[config.mk]
export PLATFORM = sky130hd
export DESIGN_NAME = four_anode_position_ratio
export DESIGN_NICKNAME = d
export VERILOG_FILES = /design/src/hdl/fapr_pkg.sv /design/src/hdl/four_anode_position_ratio.sv /design/src/hdl/fapr_corner.sv /design/src/hdl/fapr_div.sv
export SDC_FILE = /design/constraint.sdc
export NUM_CORES = 2
export LEC_CHECK = 0
export ABC_AREA = 1
export BUFFER_PORTS_ARGS = -buffer_cell sky130_fd_sc_hd__buf_2
export CORE_MARGIN = 2
export CORE_UTILIZATION = 64
export CTS_CLUSTER_DIAMETER = 50
export DETAILED_ROUTE_END_ITERATION = 12
export GPL_ROUTABILITY_DRIVEN = 0
export PLACE_DENSITY = 0.81
export SKIP_LAST_GASP = 1
export SLEW_MARGIN = 40
export SYNTH_ARGS = -nofsm -noshare
export SYNTH_HDL_FRONTEND = slang
export SYNTH_HIERARCHICAL = 1
export SYNTH_SLANG_ARGS = --single-unit
[constraint.sdc]
create_clock -name i_clk -period 74.5 [get_ports i_clk]
set_input_delay 11.175 -clock i_clk [delete_from_list [all_inputs] [get_ports i_clk]]
set_output_delay 11.175 -clock i_clk [all_outputs]
set_load 0.02 [all_outputs]
[src/hdl/fapr_pkg.sv]
package fapr_pkg;

    localparam int SAMPLE_BITS_DEF = 12;
    localparam int FRAC_BITS_DEF   = 15;

    localparam int CFG_BITS     = 12;
    localparam int CFG_IDX_BITS = 3;
    localparam int AMP_BITS     = 12;
    localparam int POS_BITS     = 16;

    localparam logic [CFG_IDX_BITS-1:0] CFG_PED_BR = 3'd0;
    localparam logic [CFG_IDX_BITS-1:0] CFG_PED_TL = 3'd1;
    localparam logic [CFG_IDX_BITS-1:0] CFG_PED_BL = 3'd2;
    localparam logic [CFG_IDX_BITS-1:0] CFG_PED_TR = 3'd3;
    localparam logic [CFG_IDX_BITS-1:0] CFG_LIMIT  = 3'd4;

    localparam logic [CFG_BITS-1:0] PED_BR_RST = 12'd300;
    localparam logic [CFG_BITS-1:0] PED_TL_RST = 12'd120;
    localparam logic [CFG_BITS-1:0] PED_BL_RST = 12'd160;
    localparam logic [CFG_BITS-1:0] PED_TR_RST = 12'd180;
    localparam logic [CFG_BITS-1:0] LIMIT_RST  = 12'd3840;

    typedef struct packed {
        logic [AMP_BITS-1:0]        amp_br;
        logic [AMP_BITS-1:0]        amp_tl;
        logic [AMP_BITS-1:0]        amp_bl;
        logic [AMP_BITS-1:0]        amp_tr;
        logic signed [POS_BITS-1:0] x_pos;
        logic signed [POS_BITS-1:0] y_pos;
    } t_result;

endpackage

[src/hdl/four_anode_position_ratio.sv]
// Four-corner charge-division position.
// Input channel: i_in_valid / o_in_stall carry one event of four corner samples a beat.
// Output channel: o_out_valid / i_out_stall carry amplitudes and x/y positions a beat.
// Each corner lane subtracts its pedestal and checks the window; events with any
// corner rejected are dropped at the merge stage and give no output beat.
// Configuration: i_cfg_we writes i_cfg_data to register i_cfg_idx (pedestals 0..3,
// upper limit 4); write only while the block is idle.
// Pipeline: one corner stage, one merge stage, FRAC_BITS divider stages, output register.
// Throughput: one event per cycle while o_in_stall is low, set by the fully pipelined
// restoring dividers (one quotient bit per stage, one divider per axis).
// Stall: a two-entry output buffer absorbs the beat in flight; the pipeline and
// the input side stall only once that buffer is full, so o_in_stall is registered.
// Reset: clears all valids and loads the default pedestals and upper limit.
module four_anode_position_ratio #(
    parameter int SAMPLE_BITS = fapr_pkg::SAMPLE_BITS_DEF,
    parameter int FRAC_BITS   = fapr_pkg::FRAC_BITS_DEF
) (
    input  logic                                 i_clk,
    input  logic                                 i_rst_n,
    input  logic                                 i_cfg_we,
    input  logic [fapr_pkg::CFG_IDX_BITS-1:0]    i_cfg_idx,
    input  logic [fapr_pkg::CFG_BITS-1:0]        i_cfg_data,
    input  logic                                 i_in_valid,
    output logic                                 o_in_stall,
    input  logic [SAMPLE_BITS-1:0]               i_sample_bottom_right,
    input  logic [SAMPLE_BITS-1:0]               i_sample_top_left,
    input  logic [SAMPLE_BITS-1:0]               i_sample_bottom_left,
    input  logic [SAMPLE_BITS-1:0]               i_sample_top_right,
    output logic                                 o_out_valid,
    input  logic                                 i_out_stall,
    output logic [fapr_pkg::AMP_BITS-1:0]        o_amp_bottom_right,
    output logic [fapr_pkg::AMP_BITS-1:0]        o_amp_top_left,
    output logic [fapr_pkg::AMP_BITS-1:0]        o_amp_bottom_left,
    output logic [fapr_pkg::AMP_BITS-1:0]        o_amp_top_right,
    output logic signed [fapr_pkg::POS_BITS-1:0] o_x_position,
    output logic signed [fapr_pkg::POS_BITS-1:0] o_y_position
);
    import fapr_pkg::*;

    localparam int SB    = SAMPLE_BITS;
    localparam int SW    = SB + 2;
    localparam int XSIDE = 4 * SB + 1;

    logic [CFG_BITS-1:0] r_ped_br;
    logic [CFG_BITS-1:0] r_ped_tl;
    logic [CFG_BITS-1:0] r_ped_bl;
    logic [CFG_BITS-1:0] r_ped_tr;
    logic [CFG_BITS-1:0] r_limit;

    always_ff @(posedge i_clk) begin
        if (!i_rst_n) begin
            r_ped_br <= PED_BR_RST;
            r_ped_tl <= PED_TL_RST;
            r_ped_bl <= PED_BL_RST;
            r_ped_tr <= PED_TR_RST;
            r_limit  <= LIMIT_RST;
        end else if (i_cfg_we) begin
            case (i_cfg_idx)
                CFG_PED_BR: r_ped_br <= i_cfg_data;
                CFG_PED_TL: r_ped_tl <= i_cfg_data;
                CFG_PED_BL: r_ped_bl <= i_cfg_data;
                CFG_PED_TR: r_ped_tr <= i_cfg_data;
                CFG_LIMIT:  r_limit  <= i_cfg_data;
                default: ;
            endcase
        end
    end

    logic en;
    logic accept;
    logic r_s_valid;

    assign en     = !r_s_valid;
    assign accept = i_in_valid && en;

    // corner lanes
    logic [SB-1:0] amp_br, amp_tl, amp_bl, amp_tr;
    logic ok_br, ok_tl, ok_bl, ok_tr;

    fapr_corner #(.SAMPLE_BITS(SB)) u_br (
        .i_clk(i_clk), .i_en(en), .i_sample(i_sample_bottom_right),
        .i_pedestal(r_ped_br), .i_limit(r_limit), .o_amp(amp_br), .o_ok(ok_br)
    );
    fapr_corner #(.SAMPLE_BITS(SB)) u_tl (
        .i_clk(i_clk), .i_en(en), .i_sample(i_sample_top_left),
        .i_pedestal(r_ped_tl), .i_limit(r_limit), .o_amp(amp_tl), .o_ok(ok_tl)
    );
    fapr_corner #(.SAMPLE_BITS(SB)) u_bl (
        .i_clk(i_clk), .i_en(en), .i_sample(i_sample_bottom_left),
        .i_pedestal(r_ped_bl), .i_limit(r_limit), .o_amp(amp_bl), .o_ok(ok_bl)
    );
    fapr_corner #(.SAMPLE_BITS(SB)) u_tr (
        .i_clk(i_clk), .i_en(en), .i_sample(i_sample_top_right),
        .i_pedestal(r_ped_tr), .i_limit(r_limit), .o_amp(amp_tr), .o_ok(ok_tr)
    );

    // merge stage
    logic [SB:0]   x_pos_sum, x_neg_sum, y_pos_sum, y_neg_sum;
    logic [SW-1:0] n_sum;
    logic          n_xneg, n_yneg;
    logic [SB:0]   n_xmag, n_ymag;

    assign x_pos_sum = (SB+1)'(amp_br) + (SB+1)'(amp_tr);
    assign x_neg_sum = (SB+1)'(amp_tl) + (SB+1)'(amp_bl);
    assign y_pos_sum = (SB+1)'(amp_tl) + (SB+1)'(amp_tr);
    assign y_neg_sum = (SB+1)'(amp_br) + (SB+1)'(amp_bl);
    assign n_sum     = SW'(x_pos_sum) + SW'(x_neg_sum);
    assign n_xneg    = x_neg_sum > x_pos_sum;
    assign n_yneg    = y_neg_sum > y_pos_sum;
    assign n_xmag    = n_xneg ? x_neg_sum - x_pos_sum : x_pos_sum - x_neg_sum;
    assign n_ymag    = n_yneg ? y_neg_sum - y_pos_sum : y_pos_sum - y_neg_sum;

    logic          r_v0, r_v1;
    logic [SW-1:0] r_sum, r_xmag, r_ymag;
    logic [XSIDE-1:0] r_xside;
    logic          r_yneg;

    always_ff @(posedge i_clk) begin
        if (en) begin
            r_sum   <= n_sum;
            r_xmag  <= SW'(n_xmag);
            r_ymag  <= SW'(n_ymag);
            r_xside <= {amp_br, amp_tl, amp_bl, amp_tr, n_xneg};
            r_yneg  <= n_yneg;
        end
    end

    // dividers, one lane per axis
    logic [FRAC_BITS-1:0] x_quot, y_quot;
    logic [XSIDE-1:0]     x_side;
    logic                 y_side;
    logic [FRAC_BITS-1:0] r_vdiv;

    fapr_div #(.NUM_BITS(SW), .STEPS(FRAC_BITS), .SIDE_BITS(XSIDE)) u_div_x (
        .i_clk(i_clk), .i_en(en), .i_num(r_xmag), .i_den(r_sum),
        .i_side(r_xside), .o_quot(x_quot), .o_side(x_side)
    );
    fapr_div #(.NUM_BITS(SW), .STEPS(FRAC_BITS), .SIDE_BITS(1)) u_div_y (
        .i_clk(i_clk), .i_en(en), .i_num(r_ymag), .i_den(r_sum),
        .i_side(r_yneg), .o_quot(y_quot), .o_side(y_side)
    );

    always_ff @(posedge i_clk) begin
        if (!i_rst_n) begin
            r_v0   <= 1'b0;
            r_v1   <= 1'b0;
            r_vdiv <= '0;
        end else if (en) begin
            r_v0   <= accept;
            r_v1   <= r_v0 && ok_br && ok_tl && ok_bl && ok_tr;
            r_vdiv <= {r_vdiv[FRAC_BITS-2:0], r_v1};
        end
    end

    // result formation and output buffer
    t_result n_res;
    logic [POS_BITS-1:0] x_mag16, y_mag16;

    assign x_mag16      = POS_BITS'(x_quot);
    assign y_mag16      = POS_BITS'(y_quot);
    assign n_res.amp_br = AMP_BITS'(x_side[4*SB:3*SB+1]);
    assign n_res.amp_tl = AMP_BITS'(x_side[3*SB:2*SB+1]);
    assign n_res.amp_bl = AMP_BITS'(x_side[2*SB:SB+1]);
    assign n_res.amp_tr = AMP_BITS'(x_side[SB:1]);
    assign n_res.x_pos  = x_side[0] ? -x_mag16 : x_mag16;
    assign n_res.y_pos  = y_side ? -y_mag16 : y_mag16;

    t_result r_o, r_s;
    logic    r_o_valid;
    logic    take;
    logic    pipe_out;

    assign take     = r_o_valid && !i_out_stall;
    assign pipe_out = r_vdiv[FRAC_BITS-1];

    always_ff @(posedge i_clk) begin
        if (!i_rst_n) begin
            r_o_valid <= 1'b0;
            r_s_valid <= 1'b0;
        end else if (r_s_valid) begin
            if (take) begin
                r_o       <= r_s;
                r_s_valid <= 1'b0;
            end
        end else if (!r_o_valid || take) begin
            r_o       <= n_res;
            r_o_valid <= pipe_out;
        end else if (pipe_out) begin
            r_s       <= n_res;
            r_s_valid <= 1'b1;
        end
    end

    assign o_in_stall         = r_s_valid;
    assign o_out_valid        = r_o_valid;
    assign o_amp_bottom_right = r_o.amp_br;
    assign o_amp_top_left     = r_o.amp_tl;
    assign o_amp_bottom_left  = r_o.amp_bl;
    assign o_amp_top_right    = r_o.amp_tr;
    assign o_x_position       = r_o.x_pos;
    assign o_y_position       = r_o.y_pos;

endmodule

[src/hdl/fapr_corner.sv]
module fapr_corner #(
    parameter int SAMPLE_BITS = fapr_pkg::SAMPLE_BITS_DEF
) (
    input  logic                          i_clk,
    input  logic                          i_en,
    input  logic [SAMPLE_BITS-1:0]        i_sample,
    input  logic [fapr_pkg::CFG_BITS-1:0] i_pedestal,
    input  logic [fapr_pkg::CFG_BITS-1:0] i_limit,
    output logic [SAMPLE_BITS-1:0]        o_amp,
    output logic                          o_ok
);
    import fapr_pkg::*;

    localparam int CW = (SAMPLE_BITS > CFG_BITS) ? SAMPLE_BITS : CFG_BITS;

    logic [CW-1:0] s_wide;
    logic [CW-1:0] p_wide;
    logic [CW-1:0] l_wide;
    logic [CW-1:0] d_wide;
    logic [SAMPLE_BITS-1:0] r_amp;
    logic r_ok;

    assign s_wide = CW'(i_sample);
    assign p_wide = CW'(i_pedestal);
    assign l_wide = CW'(i_limit);
    assign d_wide = s_wide - p_wide;

    always_ff @(posedge i_clk) begin
        if (i_en) begin
            r_amp <= SAMPLE_BITS'(d_wide);
            r_ok  <= (s_wide > p_wide) && (s_wide < l_wide);
        end
    end

    assign o_amp = r_amp;
    assign o_ok  = r_ok;

endmodule

[src/hdl/fapr_div.sv]
module fapr_div #(
    parameter int NUM_BITS  = 14,
    parameter int STEPS     = fapr_pkg::FRAC_BITS_DEF,
    parameter int SIDE_BITS = 1
) (
    input  logic                 i_clk,
    input  logic                 i_en,
    input  logic [NUM_BITS-1:0]  i_num,
    input  logic [NUM_BITS-1:0]  i_den,
    input  logic [SIDE_BITS-1:0] i_side,
    output logic [STEPS-1:0]     o_quot,
    output logic [SIDE_BITS-1:0] o_side
);

    // restoring division, one quotient bit per stage; i_num < i_den
    logic [NUM_BITS-1:0]  r_rem  [STEPS-1];
    logic [NUM_BITS-1:0]  r_den  [STEPS-1];
    logic [STEPS-1:0]     r_quo  [STEPS];
    logic [SIDE_BITS-1:0] r_side [STEPS];

    for (genvar k = 0; k < STEPS; k++) begin : g_step
        logic [NUM_BITS-1:0]  rem_in;
        logic [NUM_BITS-1:0]  den_in;
        logic [STEPS-1:0]     quo_in;
        logic [SIDE_BITS-1:0] side_in;
        logic [NUM_BITS:0]    dbl;
        logic [NUM_BITS:0]    diff;
        logic                 take;

        if (k == 0) begin : g_first
            assign rem_in  = i_num;
            assign den_in  = i_den;
            assign quo_in  = '0;
            assign side_in = i_side;
        end else begin : g_next
            assign rem_in  = r_rem[k-1];
            assign den_in  = r_den[k-1];
            assign quo_in  = r_quo[k-1];
            assign side_in = r_side[k-1];
        end

        assign dbl  = {rem_in, 1'b0};
        assign diff = dbl - {1'b0, den_in};
        assign take = !diff[NUM_BITS];

        always_ff @(posedge i_clk) begin
            if (i_en) begin
                r_quo[k]  <= {quo_in[STEPS-2:0], take};
                r_side[k] <= side_in;
            end
        end

        if (k < STEPS - 1) begin : g_rem
            always_ff @(posedge i_clk) begin
                if (i_en) begin
                    r_rem[k] <= take ? diff[NUM_BITS-1:0] : dbl[NUM_BITS-1:0];
                    r_den[k] <= den_in;
                end
            end
        end
    end

    assign o_quot = r_quo[STEPS-1];
    assign o_side = r_side[STEPS-1];

endmodule

==> flow_summary.toml <==
[status]
run_status = "finished, final reports clean"

[logic_synthesis]
syn_inst_count = 11200
post_synth_instance_area_um2 = 109000
seq_area_frac_synth = 0.585
syn_area_per_cell_um2 = 9.80
synth_enable_flop_cells = 2075
synthFlopType = "edfxtp_1"
netlist-cell-type-count = 43
synth.yosys.warnings = 6
synthArstFlopShare = 0
synth.ff_latch_count = 2154

[grt]
grt_util_all_layers = 0.267
grtUsageMet1 = 0.321
grt-busiest-layer = "met2"
grt_start_max_net_pins = 186
antenna_found_initial = 5
grt_pass1_vias = 76000
met2_resource_use_gr = 0.472
grt_first_pass_wirelength_mm = 375
met3_usage_grt = 0.0395
global_route.overflow_total = 0

[worst_setup_path]
worst_path_largest_cell_delay_ns = 0.55
buffering_stage_count_on_the_worst_path_with_inverters_included = 4
cell_at_the_slowest_stage_of_the_critical_path = "nor2_4"
critical_path_class = "in -> reg"
worstPathCellList = "buf_4 > inv_2 > nor2_1 > inv_2 > nor2_4 > buf_6"
worstSetupEndpointType = "flop"
path_common_cell = "inv_2"
critPathLaunchType = "primary input"
critical_path.startpoint = "i_rst_n"
timing.rr.start = "o_in_stall$_SDFF_PN0_"
critical_path_arrival_ns = 13.64
worst-path-max-fanout = 61
worst-endpoint-required_ns = 74.97
path_delay_family = "buffers and inverters"

[placed_design]
hpwlAfterDp_mm = 160
placed_cell_area_um2 = 112000
count_of_input_and_output_buffers = 149
placed_cells = 13400

[floorplan]
core_area_um2 = 169000
die-width_um = 417
die_area_um2 = 174000
die-height_um = 417
initial_core_util = 0.645
design.portCount = 150
row_count = 151

[drt]
avgViaCountPerCell = 5.51
dr.first_iter.drc_count = 7306
antenna_left = 0
postRouteWirelength_mm = 231
vias = 76300
drc = 0
drt_pre_antenna_iters = 8
detail_route.wl_per_cell_um = 16.6

[timing]
timing.final.setup_violations = 0
maxSlewHeadroom = 0.460
worstMarginPinSlew_ns = 0.809
period_needed_ns = 13.17
final.period_utilization = 0.177
final_slew_violations = 0
holdWs_ns = 0.380
setup_total_negative_slack_ns = 0
clock-skew-final_ns = 0.0507
upper_clock_frequency_limit_mhz = 75.9
grt_setup_unrepaired = "false"
finalHoldViolations = 0

[clock_network]
cts_tree = "built"
cts.reportedPaths.clkPinSlew_ns = 0.06
cts_buffer_depth = 3
worstSkewPairLatency_ns = 0.85
post_cts_buffers = 0
postCtsHoldBufs = 0
cts.sinks = 2154
ctsHtreeMaxLevel = 4
cts-buffers-inserted = 219
clock_tree.root_cell = "clkbuf_16"
ctsResizeCount = 0

[finish]
finalInstanceArea_um2 = 120000
multi_input_comb_area_um2 = 37700
design.final.nets = 12100
fin_cells = 13900
regArea_um2 = 63900
fraction_of_layout_cells_with_a_size_suffix_above_1 = 0.0845
antennaDiodeCount = 0
layout-area-overhead-vs-synth_pct = 9.49
filler_cell_count = 11400

[run]
cap_violations = 0

[worst_hold_path]
hold_path.class = "reg -> reg"
hold_path_start = "u_div_x/r_side[0][1]$_DFFE_PP_"
cells in the final DEF (no fill, tap or decap), types with 61 or more instances in the layout:
master | netlist | final
nand2_1 | 3809 | 3809
edfxtp_1 | 2075 | 2075
inv_1 | 1785 | 1785
nand3_1 | 630 | 630
ha_1 | 595 | 595
nor2_1 | 579 | 577
a21oi_1 | 292 | 292
nand2_2 | 261 | 261
xor2_1 | 237 | 237
clkbuf_16 | 0 | 221
nand4_1 | 161 | 161
buf_2 | 13 | 148
o21ai_0 | 89 | 88
dfxtp_1 | 79 | 78
xnor2_1 | 66 | 66
nor2_2 | 66 | 66
and2_1 | 61 | 61
final cells by class:
cell class                 instances  area share
timing repair buffer             177     0.00982
sequential                      2154       0.534
clock buffer                     264      0.0476
inverter                        1807      0.0568
clock inverter                   148      0.0139
multi-input combinational       7086       0.315
tap                             2218      0.0232
cell families after synthesis:
group	synth area share
adders and majority gates	0.0756
buffers and inverters	0.0711
DFF	0.585
other	0.0000343
and+or+nand+nor	0.220
AOI/OAI and AO/OA	0.0240
xor gates and xnor gates	0.0243
per-layer routing:
metal,wire [µm],vias to the layer above
li1,-,36800
met5,76,-
met4,10700,10
met1,89700,35400
met2,116000,3258
met3,14400,856
stage by stage:
stage / utilization / setup WS [ns]
floorplan: - / 19.09
global placement: 0.661 / 60.24
detailed placement: 0.662 / 60.42
CTS: 0.706 / 61.25
global route: 0.706 / 61.26
finish: 0.706 / 61.33
synth_stat cells, types with 2 or more instances:
| master | count | area (µm²) |
|---|---|---|
| nand2_1 | 3809 | 14300 |
| edfxtp_1 | 2075 | 62300 |
| inv_1 | 1785 | 6700 |
| nand3_1 | 630 | 3150 |
| ha_1 | 595 | 7440 |
| nor2_1 | 579 | 2170 |
| a21oi_1 | 292 | 1460 |
| nand2_2 | 261 | 1630 |
| xor2_1 | 237 | 2080 |
| nand4_1 | 161 | 1010 |
| o21ai_0 | 89 | 445 |
| dfxtp_1 | 79 | 1580 |
| nor2_2 | 66 | 413 |
| xnor2_1 | 66 | 578 |
| and2_1 | 61 | 382 |
| buf_6 | 51 | 574 |
| fa_1 | 41 | 821 |
| nand2_4 | 37 | 417 |
| nand3_2 | 32 | 320 |
| a21oi_2 | 29 | 254 |
| clkbuf_1 | 27 | 101 |
| inv_2 | 21 | 78.8 |
| o22ai_1 | 17 | 106 |
| o21bai_1 | 14 | 105 |
| buf_2 | 13 | 65.1 |
| a31oi_1 | 11 | 68.8 |
| buf_4 | 11 | 82.6 |
| nor2_4 | 11 | 124 |
| o211ai_1 | 11 | 82.6 |
| nor3_1 | 10 | 50.1 |
| o21ai_2 | 6 | 52.6 |
| buf_12 | 5 | 100 |
| o21ai_1 | 5 | 25.0 |
| buf_8 | 4 | 60.1 |
| nand3_4 | 4 | 70.1 |
| or2_2 | 2 | 12.5 |
worst reg2reg max path, delay by kind of cell (launching register included):
kind / cells / cell delay [ns]
flip-flops: 1 / 0.37
buffers and inverters: 7 / 3.95
worst paths after layout:
path	cells after the start	slack [ns]	endpoint
hold reg to reg	0	0.38	u_div_x/r_side[0][50]$_DFFE_PP_
setup reg to reg	7	69.77	u_div_x/r_rem[0][53]$_DFFE_PP_
hold / removal	0	0.38	u_div_x/r_side[0][50]$_DFFE_PP_
setup / recovery	6	61.33	r_s[19]$_DFFE_PP_
flip-flops by register name (all words and copies together), names as in the netlist, 80 cells and up:
name            cells
u_div_x/r_rem     196
u_div_y/r_quo     120
u_div_x/r_quo     120
r_s                80
u_div_y/r_rem     196
u_div_y/r_den     196
u_div_x/r_side    735
u_div_x/r_den     196
Power is left out: the tool's default activity adds up to more than one toggle a clock period on the data nets, which glitch-free logic cannot reach.
